[config.mk]
export PLATFORM = sky130hd
export DESIGN_NAME = can_rx_mask_filter_table
export DESIGN_NICKNAME = d
export VERILOG_FILES = /design/src/rtl/cmf_pkg.sv /design/src/rtl/cmf_ram.sv /design/src/rtl/cmf_table.sv /design/src/rtl/cmf_ctrl.sv /design/src/rtl/can_rx_mask_filter_table.sv
export SDC_FILE = /design/constraint.sdc
export NUM_CORES = 1
export LEC_CHECK = 0
export ABC_AREA = 1
export BUFFER_PORTS_ARGS = -buffer_cell sky130_fd_sc_hd__buf_4
export CAP_MARGIN = 10
export CORE_ASPECT_RATIO = 1.4
export CORE_MARGIN = 2
export CORE_UTILIZATION = 66
export DETAILED_ROUTE_END_ITERATION = 7
export PLACE_DENSITY = 0.81
export SYNTH_ARGS = -nofsm -noshare
export SYNTH_HDL_FRONTEND = slang
export SYNTH_SLANG_ARGS = --single-unit
[constraint.sdc]
create_clock -name clk -period 10.3 [get_ports clk]
set_clock_uncertainty 0.2 [all_clocks]
set_input_delay 2.06 -clock clk [delete_from_list [all_inputs] [get_ports clk]]
set_output_delay 2.06 -clock clk [all_outputs]
set_load 0.01 [all_outputs]
[src/rtl/cmf_pkg.sv]
// cmf_pkg: beat types, entry constants and controller states for the
// can rx mask filter table; no dependencies
package cmf_pkg;

  localparam logic [15:0] ID_BITS  = 16'h07FF;
  localparam logic [15:0] RTR_BIT  = 16'h8000;
  localparam logic [15:0] ALL_ONES = 16'hFFFF;

  localparam logic MODE_WRITE = 1'b0;
  localparam logic MODE_MATCH = 1'b1;

  localparam logic STATUS_OK      = 1'b0;
  localparam logic STATUS_ILLEGAL = 1'b1;

  typedef struct packed {
    logic        mode;
    logic [3:0]  entry_index;
    logic [10:0] entry_ident;
    logic [10:0] entry_mask;
    logic        entry_rtr;
    logic        has_consumer;
    logic [28:0] frame_id;
    logic        frame_remote;
  } cmd_t;

  typedef struct packed {
    logic       status;
    logic       hit;
    logic       deliver;
    logic [3:0] match_index;
  } res_t;

  // entry write toward the table
  typedef struct packed {
    logic        en;
    logic [3:0]  index;
    logic [10:0] ident;
    logic [10:0] mask;
    logic        rtr;
  } wr_t;

  // stored entry as seen by the compare
  typedef struct packed {
    logic [15:0] key;
    logic [15:0] mask;
    logic        consumer;
  } ent_t;

  typedef enum logic [1:0] {
    ST_IDLE,
    ST_SCAN,
    ST_HOLD
  } state_t;

endpackage

[src/rtl/cmf_ram.sv]
// cmf_ram: generic simple dual port ram, one write and one registered read
// no dependencies
module cmf_ram #(
  parameter int WIDTH = 23,
  parameter int DEPTH = 16
) (
  input  logic                                   clk,
  input  logic                                   we,
  input  logic [(DEPTH > 1 ? $clog2(DEPTH) : 1)-1:0] waddr,
  input  logic [WIDTH-1:0]                       wdata,
  input  logic                                   re,
  input  logic [(DEPTH > 1 ? $clog2(DEPTH) : 1)-1:0] raddr,
  output logic [WIDTH-1:0]                       rdata
);

  logic [WIDTH-1:0] mem [DEPTH];

  always_ff @(posedge clk) begin
    if (we) begin
      mem[waddr] <= wdata;
    end
    if (re) begin
      rdata <= mem[raddr];
    end
  end

endmodule

[src/rtl/cmf_table.sv]
// cmf_table: filter entry store, ram for key and mask plus consumer flops
// depends on cmf_pkg and cmf_ram
module cmf_table #(
  parameter int NUM_ENTRIES = 16
) (
  input  logic                 clk,
  input  logic                 rst,
  input  cmf_pkg::wr_t         wr,
  input  logic                 rd_en,
  input  logic [(NUM_ENTRIES > 1 ? $clog2(NUM_ENTRIES) : 1)-1:0] rd_addr,
  output cmf_pkg::ent_t        rd_ent
);

  localparam int AW = NUM_ENTRIES > 1 ? $clog2(NUM_ENTRIES) : 1;
  localparam int DW = 23;

  logic [NUM_ENTRIES-1:0] consumer;
  logic [AW-1:0]          waddr;
  logic [DW-1:0]          wdata;
  logic [DW-1:0]          rdata;
  logic [AW-1:0]          rd_idx;

  assign waddr = AW'(wr.index);
  assign wdata = {wr.rtr, wr.ident, wr.mask};

  cmf_ram #(
    .WIDTH(DW),
    .DEPTH(NUM_ENTRIES)
  ) u_ram (
    .clk  (clk),
    .we   (wr.en),
    .waddr(waddr),
    .wdata(wdata),
    .re   (rd_en),
    .raddr(rd_addr),
    .rdata(rdata)
  );

  // consumer mark doubles as written flag
  always_ff @(posedge clk) begin
    if (rst) begin
      consumer <= '0;
    end else if (wr.en) begin
      consumer[waddr] <= 1'b1;
    end
  end

  always_ff @(posedge clk) begin
    if (rd_en) begin
      rd_idx <= rd_addr;
    end
  end

  // unwritten entries read as key 0, mask all ones
  always_comb begin
    rd_ent.consumer = consumer[rd_idx];
    if (consumer[rd_idx]) begin
      rd_ent.key  = {rdata[22], 4'b0000, rdata[21:11]};
      rd_ent.mask = cmf_pkg::RTR_BIT | {5'b00000, rdata[10:0]};
    end else begin
      rd_ent.key  = '0;
      rd_ent.mask = cmf_pkg::ALL_ONES;
    end
  end

endmodule

[src/rtl/cmf_ctrl.sv]
// cmf_ctrl: command sequencer, entry write check and pipelined table scan
// depends on cmf_pkg
module cmf_ctrl #(
  parameter int NUM_ENTRIES = 16
) (
  input  logic                                clk,
  input  logic                                rst,
  input  logic                                cmd_valid,
  output logic                                cmd_ready,
  input  cmf_pkg::cmd_t                       cmd,
  input  logic [$clog2(NUM_ENTRIES+1)-1:0]    limit,
  output cmf_pkg::wr_t                        wr,
  output logic                                rd_en,
  output logic [(NUM_ENTRIES > 1 ? $clog2(NUM_ENTRIES) : 1)-1:0] rd_addr,
  input  cmf_pkg::ent_t                       rd_ent,
  output logic                                done_valid,
  input  logic                                done_ready,
  output cmf_pkg::res_t                       done
);

  localparam int AW = NUM_ENTRIES > 1 ? $clog2(NUM_ENTRIES) : 1;
  localparam int CW = $clog2(NUM_ENTRIES + 1);

  cmf_pkg::state_t state, state_next;
  logic [15:0]     fkey, fkey_next;
  logic [CW-1:0]   iss, iss_next;
  logic            pend, pend_next;
  logic [AW-1:0]   cidx, cidx_next;
  cmf_pkg::res_t   res, res_next;
  logic            wr_ok;
  logic            match;

  assign wr_ok  = cmd.has_consumer && (int'(cmd.entry_index) < int'(limit));
  assign match  = ((fkey ^ rd_ent.key) & rd_ent.mask) == 16'h0000;

  always_ff @(posedge clk) begin
    if (rst) begin
      state <= cmf_pkg::ST_IDLE;
      pend  <= 1'b0;
      iss   <= '0;
    end else begin
      state <= state_next;
      pend  <= pend_next;
      iss   <= iss_next;
    end
  end

  always_ff @(posedge clk) begin
    fkey <= fkey_next;
    cidx <= cidx_next;
    res  <= res_next;
  end

  always_comb begin
    state_next = state;
    fkey_next  = fkey;
    iss_next   = iss;
    pend_next  = 1'b0;
    cidx_next  = cidx;
    res_next   = res;
    cmd_ready  = 1'b0;
    done_valid = 1'b0;
    done       = res;
    rd_en      = 1'b0;
    rd_addr    = AW'(iss);
    wr.en      = 1'b0;
    wr.index   = cmd.entry_index;
    wr.ident   = cmd.entry_ident;
    wr.mask    = cmd.entry_mask;
    wr.rtr     = cmd.entry_rtr;

    case (state)
      cmf_pkg::ST_IDLE: begin
        cmd_ready = 1'b1;
        if (cmd_valid) begin
          res_next = '0;
          iss_next = '0;
          fkey_next = cmd.frame_id[15:0] | (cmd.frame_remote ? cmf_pkg::RTR_BIT : 16'h0000);
          if (cmd.mode == cmf_pkg::MODE_WRITE) begin
            wr.en = wr_ok;
            res_next.status = wr_ok ? cmf_pkg::STATUS_OK : cmf_pkg::STATUS_ILLEGAL;
            state_next = cmf_pkg::ST_HOLD;
          end else if (limit == '0) begin
            state_next = cmf_pkg::ST_HOLD;
          end else begin
            state_next = cmf_pkg::ST_SCAN;
          end
        end
      end

      cmf_pkg::ST_SCAN: begin
        if (pend && match) begin
          res_next.hit         = 1'b1;
          res_next.deliver     = rd_ent.consumer;
          res_next.match_index = 4'(cidx);
          state_next           = cmf_pkg::ST_HOLD;
        end else if (!pend && iss == limit) begin
          state_next = cmf_pkg::ST_HOLD;
        end else if (iss < limit) begin
          rd_en     = 1'b1;
          pend_next = 1'b1;
          cidx_next = AW'(iss);
          iss_next  = iss + CW'(1);
        end
      end

      cmf_pkg::ST_HOLD: begin
        done_valid = 1'b1;
        if (done_ready) begin
          state_next = cmf_pkg::ST_IDLE;
        end
      end

      default: begin
        state_next = cmf_pkg::ST_IDLE;
      end
    endcase
  end

endmodule

[src/rtl/can_rx_mask_filter_table.sv]
// can_rx_mask_filter_table: top level, config register, table and output stage
// depends on cmf_pkg, cmf_ctrl, cmf_table
//
//   channel   signals                        payload
//   command   cmd_valid / cmd_ready          cmd  (cmf_pkg::cmd_t)
//   result    res_valid / res_ready          res  (cmf_pkg::res_t)
//   config    cfg_we                         cfg_wdata (entries_in_use)
//
// an entry write, or a match with limit 0, goes from accept straight to ST_HOLD and then into the result register
// a match scans one entry a cycle through the ram read port and stops at the first hit
// or after limit entries, limit being entries_in_use capped at NUM_ENTRIES
// reset clears the consumer flags and the control state
// the output register lets the next command in while a result waits
module can_rx_mask_filter_table #(
  parameter int NUM_ENTRIES = 16
) (
  input  logic          clk,
  input  logic          rst,
  input  logic          cmd_valid,
  output logic          cmd_ready,
  input  cmf_pkg::cmd_t cmd,
  output logic          res_valid,
  input  logic          res_ready,
  output cmf_pkg::res_t res,
  input  logic          cfg_we,
  input  logic [4:0]    cfg_wdata
);

  localparam int AW = NUM_ENTRIES > 1 ? $clog2(NUM_ENTRIES) : 1;
  localparam int CW = $clog2(NUM_ENTRIES + 1);

  logic [4:0]    entries_in_use;
  logic [CW-1:0] limit;
  cmf_pkg::wr_t  wr;
  logic          rd_en;
  logic [AW-1:0] rd_addr;
  cmf_pkg::ent_t rd_ent;
  logic          done_valid;
  logic          done_ready;
  cmf_pkg::res_t done;

  always_ff @(posedge clk) begin
    if (rst) begin
      entries_in_use <= 5'd16;
    end else if (cfg_we) begin
      entries_in_use <= cfg_wdata;
    end
  end

  assign limit = (int'(entries_in_use) > NUM_ENTRIES) ? CW'(NUM_ENTRIES)
                                                      : CW'(entries_in_use);

  cmf_ctrl #(
    .NUM_ENTRIES(NUM_ENTRIES)
  ) u_ctrl (
    .clk       (clk),
    .rst       (rst),
    .cmd_valid (cmd_valid),
    .cmd_ready (cmd_ready),
    .cmd       (cmd),
    .limit     (limit),
    .wr        (wr),
    .rd_en     (rd_en),
    .rd_addr   (rd_addr),
    .rd_ent    (rd_ent),
    .done_valid(done_valid),
    .done_ready(done_ready),
    .done      (done)
  );

  cmf_table #(
    .NUM_ENTRIES(NUM_ENTRIES)
  ) u_table (
    .clk    (clk),
    .rst    (rst),
    .wr     (wr),
    .rd_en  (rd_en),
    .rd_addr(rd_addr),
    .rd_ent (rd_ent)
  );

  // result beat register
  assign done_ready = !res_valid || res_ready;

  always_ff @(posedge clk) begin
    if (rst) begin
      res_valid <= 1'b0;
    end else if (done_ready) begin
      res_valid <= done_valid;
    end
  end

  always_ff @(posedge clk) begin
    if (done_ready && done_valid) begin
      res <= done;
    end
  end

endmodule

* Yosys cells after proc, flatten, opt, wreduce, memory -nomap -nowiden
Memory sizes are Yosys's and may differ from the RTL's. A register that Yosys moved wholly into a read port is not among the register bits.
Index checks and enable logic that the tools add are counted.
** Storage, ports and cells
- Flip-flop bits (word level) :: 68
- Bits in latches :: 0
- Bits in writable memories :: 368
- ROM bits :: 0
- Bits of input ports :: 69
- Output and inout bits :: 9
- Word-level logic and storage cells :: 92
- Memories kept :: 1
** Operators by class
- Add/sub/neg operators :: 1
- Multiply operators :: 0
- Divide/modulo/power cells :: 0
- Order comparisons :: 6
- Equality and inequality tests :: 10
- Shift operators :: 0
- Muxes and demuxes :: 34
- Bitwise logic cells :: 6
- Reduce and logical (&&, ||, !) cells :: 17
** Memories
- u_table.u_ram.mem :: words 16, width 23, read ports 1, clocked after memory_dff 1, write ports 1, line cmf_ram.sv:16 : logic [WIDTH-1:0] mem [DEPTH];
** Operators with widths (count)
- $mux 32 :: 1
- $or 16x16->16 :: 2
- $mux 5 :: 5
- $and 16x16->16 :: 1
- $logic_not 16->1 :: 1
- $mux 16 :: 1
- $xor 16x16->16 :: 1
- $mux 1 :: 14
- $mux 2 :: 6
- $mux 6 :: 2
- $pmux 6 s2 :: 1
- $lt 4x5->1 const B :: 2
- $pmux 5 s2 :: 1
- $ne 2x2->1 const B :: 4
- $pmux 2 s3 :: 1
- $reduce_and 3->1 :: 2
- $add 5x1->5 const B :: 1
- $eq 5x5->1 :: 1
- $gt 5x5->1 const B :: 1
- $logic_and 1x1->1 :: 5
- $logic_not 5->1 :: 1
- $lt 4x5->1 :: 1
- $lt 5x5->1 :: 1
- $reduce_and 5->1 :: 1
- other kinds (14) :: 17

* Depth between registers and ports, before layout
- Word-level depth :: 9
- Mapped depth :: 18
- Mapped depth without buffers :: 16

* Hierarchy
From an unflattened synthesis, not the netlist that was laid out.
** Unflattened totals
- Cells, all modules :: 2012
- Area total of the unflattened synthesis :: 20392.1 um2
** Modules (own cells, without submodules)
- cmf_ram :: times used 1, cells each 1531, area an instance 16587.2 um2
- cmf_ctrl :: times used 1, cells each 254, area an instance 2123.3 um2
- cmf_table :: times used 1, cells each 180, area an instance 1213.7 um2
- can_rx_mask_filter_table :: times used 1, cells each 47, area an instance 467.9 um2

* Worst setup path after synthesis
No wires, ideal clock.
- Path type :: input to register
- Start point :: input cmd_valid
- End point :: memory u_table.u_ram.mem[3][0] (enable)
- Library setup time :: 0.434 ns
- Data arrival time :: 4.939 ns
- Slack :: 4.727 ns
- Cell stages on the path :: 4
- Path buffers :: 0
- Path through :: inv_1 -> nor2_1 -> nand4_1 -> nor3_1
** Between the ends
- Cells in the longest elaborated chain, start to end :: 4
** Ends and longest elaborated chain
- start, declared :: line can_rx_mask_filter_table.sv:19 : input logic cmd_valid,
- $mux 1 :: line cmf_ctrl.sv:75 : if (cmd_valid) begin
- $mux 1 :: line cmf_ctrl.sv:72 : case (state)
- $mux 1 :: line cmf_ram.sv:19 : if (we) begin
- $mux 1 (not written as such) :: line cmf_ram.sv:20 : mem[waddr] <= wdata;
- end, declared :: line cmf_ram.sv:16
Every way passes these cells.

* Worst setup path after layout
- Start point :: input cmd_valid
- End point :: memory u_table.u_ram.mem[15][9] (enable)
The elaborated chain is that of the path after synthesis.

==> summary.md <==
| Metric | Value |
|---|---|
| Synth Net Count | `1395` |
| Total of max-cap violations | `0` |
| GRT overflow | `0` |
| Critical path peak fanout | `24` |
| Synth Flop Type | `edfxtp_1` |
| Async set-or-reset flop fraction in the synthesized netlist | `0` |
| Final core occ | `0.7565` |
| Period minus WS final | `4.450 ns` |
| Fin nets | `1449` |
| Commonest cells post-synth | `edfxtp_1 (429), nor2_1 (182), nand2_1 (120), o21ai_0 (103), o221ai_1 (67)` |
| HP Class | `flop to flop` |
| CP max stage delay | `0.93 ns` |
| Worst skew pair latency | `0.54 ns` |
| H-Tree Depth | `2` |
| CTS clk-pin slew, worst paths | `0.06 ns` |
| Slew @ Worst Pin | `1.189 ns` |
| Wire per inst | `22.91 µm` |
| Number of buffers created by CTS | `41` |
| Yosys cell types | `37` |
| EDFF count, synth | `429` |
| Fin. max-slew vios | `0` |
| WHS | `0.2229 ns` |
| Pre-antenna DRT Iters | `6` |
| Buf/Inv on CP | `2` |
| Core Area | `26920 µm²` |
| Tot GR Track Use | `0.2832` |
| Mapped cell area | `18140 µm²` |
| Crit path max-delay family | `simple AND/OR/NAND/NOR gates` |
| Area Growth Syn to Fin | `12.27%` |
| Top-Level Pins | `78` |
| Setup_tns | `0 ns` |
| Post-synth top area cell | `edfxtp_1` |
| Endpoints failing setup | `0` |
| Vias | `11260` |
| Critical path required time | `10.25 ns` |
| Post-synth top area share | `0.7103` |
| Crit path cell chain | `buf_4 -> inv_1 -> nor2_2 -> nand4_1 -> nor2_4` |
| Area of the multi-input gates | `4101 µm²` |
| Layout cell share with drive strength beyond 1 | `0.1311` |
| Worst Setup End Kind | `flop` |
| LEAKAGE | `6.929 nW` |
| Slowest CP cell | `nor2_4` |
| Overall power | `4.472 mW` |
| RSZ-0062 raised after global routing | `no` |
| I/O Buffers | `64` |
| VDD IR-drop max | `0.1519 mV` |
| Cts repair resizes | `0` |
| CTS sink count | `459` |
| Syn Inst Count | `1317` |
| Non-Filler Instances | `1768` |
| Starting density of the core | `0.6738` |
| #FFs+latches synth | `459` |
| Die height | `200.1 µm` |
| Post-detail-place hpwl | `21230 µm` |
| Initial antenna violation count | `0` |
| Cell with the most instances after synthesis | `edfxtp_1` |
| Outcome | `completed` |
| First-pass GRT wire length | `60690 µm` |
| Antenna viol nets, final | `0` |
| Register area share after synthesis | `0.7434` |
| Dpl cells | `1693` |
| Final hold vios | `0` |
| DIE AREA | `28840 µm²` |
| YS warnings | `0` |
| Die W | `144.1 µm` |
| Drt drc | `0` |
| TritonCTS clock tree | `yes` |
| Final wirelength | `40500 µm` |
| Critical path class | `input pin to flop` |
| Slew HR | `0.2072` |
| DRT iter0 DRCs | `1230` |
| Filler cell count | `1560` |
| Fin crit share | `0.4321` |
| CTS Buffer Depth | `3` |
| Root buf cell | `clkbuf_16` |
| Antenna diodes | `0` |
| Row count | `71` |
| Startpoint Class | `input pin` |
| Hold-fix buffers, CTS | `0` |
| Largest net degree at the start of global routing | `123` |
| Fmax | `224.7 MHz` |
| Routability congestion estimate | `0.8142` |
| Post-CTS Setup Bufs | `0` |
| Pwr Density | `219.6 nW/µm²` |
| Main area contributors after synthesis | `edfxtp_1 (71%), nor2_1 (3.8%), mux2i_1 (3.6%)` |
| Reg area | `13490 µm²` |
| Vias in the first global route | `11100` |
| Syn Area/Cell | `13.77 µm²` |
| Crit path DAT | `4.40 ns` |
| Vias per cell | `6.368` |
cell usage in the layout, fill, tap and decap left out, types with 2 or more instances in the layout:
master	count
clkbuf_1	10
nor3_2	3
o22ai_1	2
clkinv_2	10
o21ai_0	103
or2_2	3
bufinv_16	7
dfxtp_4	2
edfxtp_1	429
mux2i_1	66
clkinv_1	5
ha_1	9
buf_4	87
o21ai_1	6
o21a_1	4
a21oi_1	30
nand3_2	7
nor2_2	4
dfxtp_1	27
nor2_1	179
o221ai_1	67
clkbuf_16	43
o32ai_1	24
nand2_1	120
nand3_1	41
inv_2	11
nor3_1	8
o211ai_1	24
inv_1	56
nand4_1	2
kinds of logic after synthesis:
logic type	share of synthesized area
DFF	0.7434
and+or+nand+nor	0.08561
adders and majority gates	0.006209
buffers and inverters	0.03201
muxes	0.03642
AOI/OAI and AO/OA	0.09637
area by class of cell:
cell class	instances	area share
inverters	69	0.01290
multi-input cells	713	0.2014
flip-flops and latches	459	0.6626
clock buffers	53	0.05469
repair buffers	87	0.03208
clock inverters	22	0.01389
well taps	365	0.02243
sequential cells by signal (all words and copies together) (netlist names):
signal,flops
u_ctrl.iss,5
u_ctrl.state,2
res,7
u_ctrl.done,7
u_table.u_ram.mem,368
u_table.consumer,16
entries_in_use,5
u_table.rd_idx,4
u_ctrl.pend,1
u_table.u_ram.rdata,23
u_ctrl.fkey,16
u_ctrl.cidx,4
res_valid,1
power breakdown:
group	internal, mW	leakage [nW]	switching (mW)	total (mW)
Combinational	0.228	2.11	0.459	0.687
Sequential	2.13	4.13	0.0779	2.20
Clock	0.941	0.688	0.641	1.58
path summary, 6_finish.rpt:
kind | from | slack (ns) | end | cells after the start
hold reg to reg | u_ctrl.done[6] | 0.22 | res[6] | 0
setup reg to reg | u_ctrl.iss[0] | 6.61 | u_table.u_ram.rdata[21] | 6
hold / removal | u_ctrl.done[6] | 0.22 | res[6] | 0
setup / recovery | cmd_valid | 5.85 | u_table.u_ram.mem[15][9] | 5
per-layer routing:
layer / share of wire / vias to the layer above / GRT usage
li1: - / 5022 / -
met1: 0.36 / 5506 / 0.3513
met4: 0.048 / 0 / 0.1478
met2: 0.51 / 614 / 0.4765
met5: 0 / - / 0
met3: 0.080 / 117 / 0.04829
worst reg2reg max path, cell delays in order, from the launching register on:
cell and delay [ns]:
dfxtp_4 0.68, buf_4 0.70, buf_4 0.99, mux2i_1 0.32
o221ai_1 0.18, o211ai_1 0.19, nand2_1 0.15
stage by stage:
step                      area, µm²  setup WS [ns]
after global routing          20360          5.726
after floorplan               18140          4.727
after CTS                     20360          5.846
final                         20360          5.850
after detailed placement      18970          5.276
after global placement        18970          5.368
Note: power is estimated with default switching activity, not from simulation.
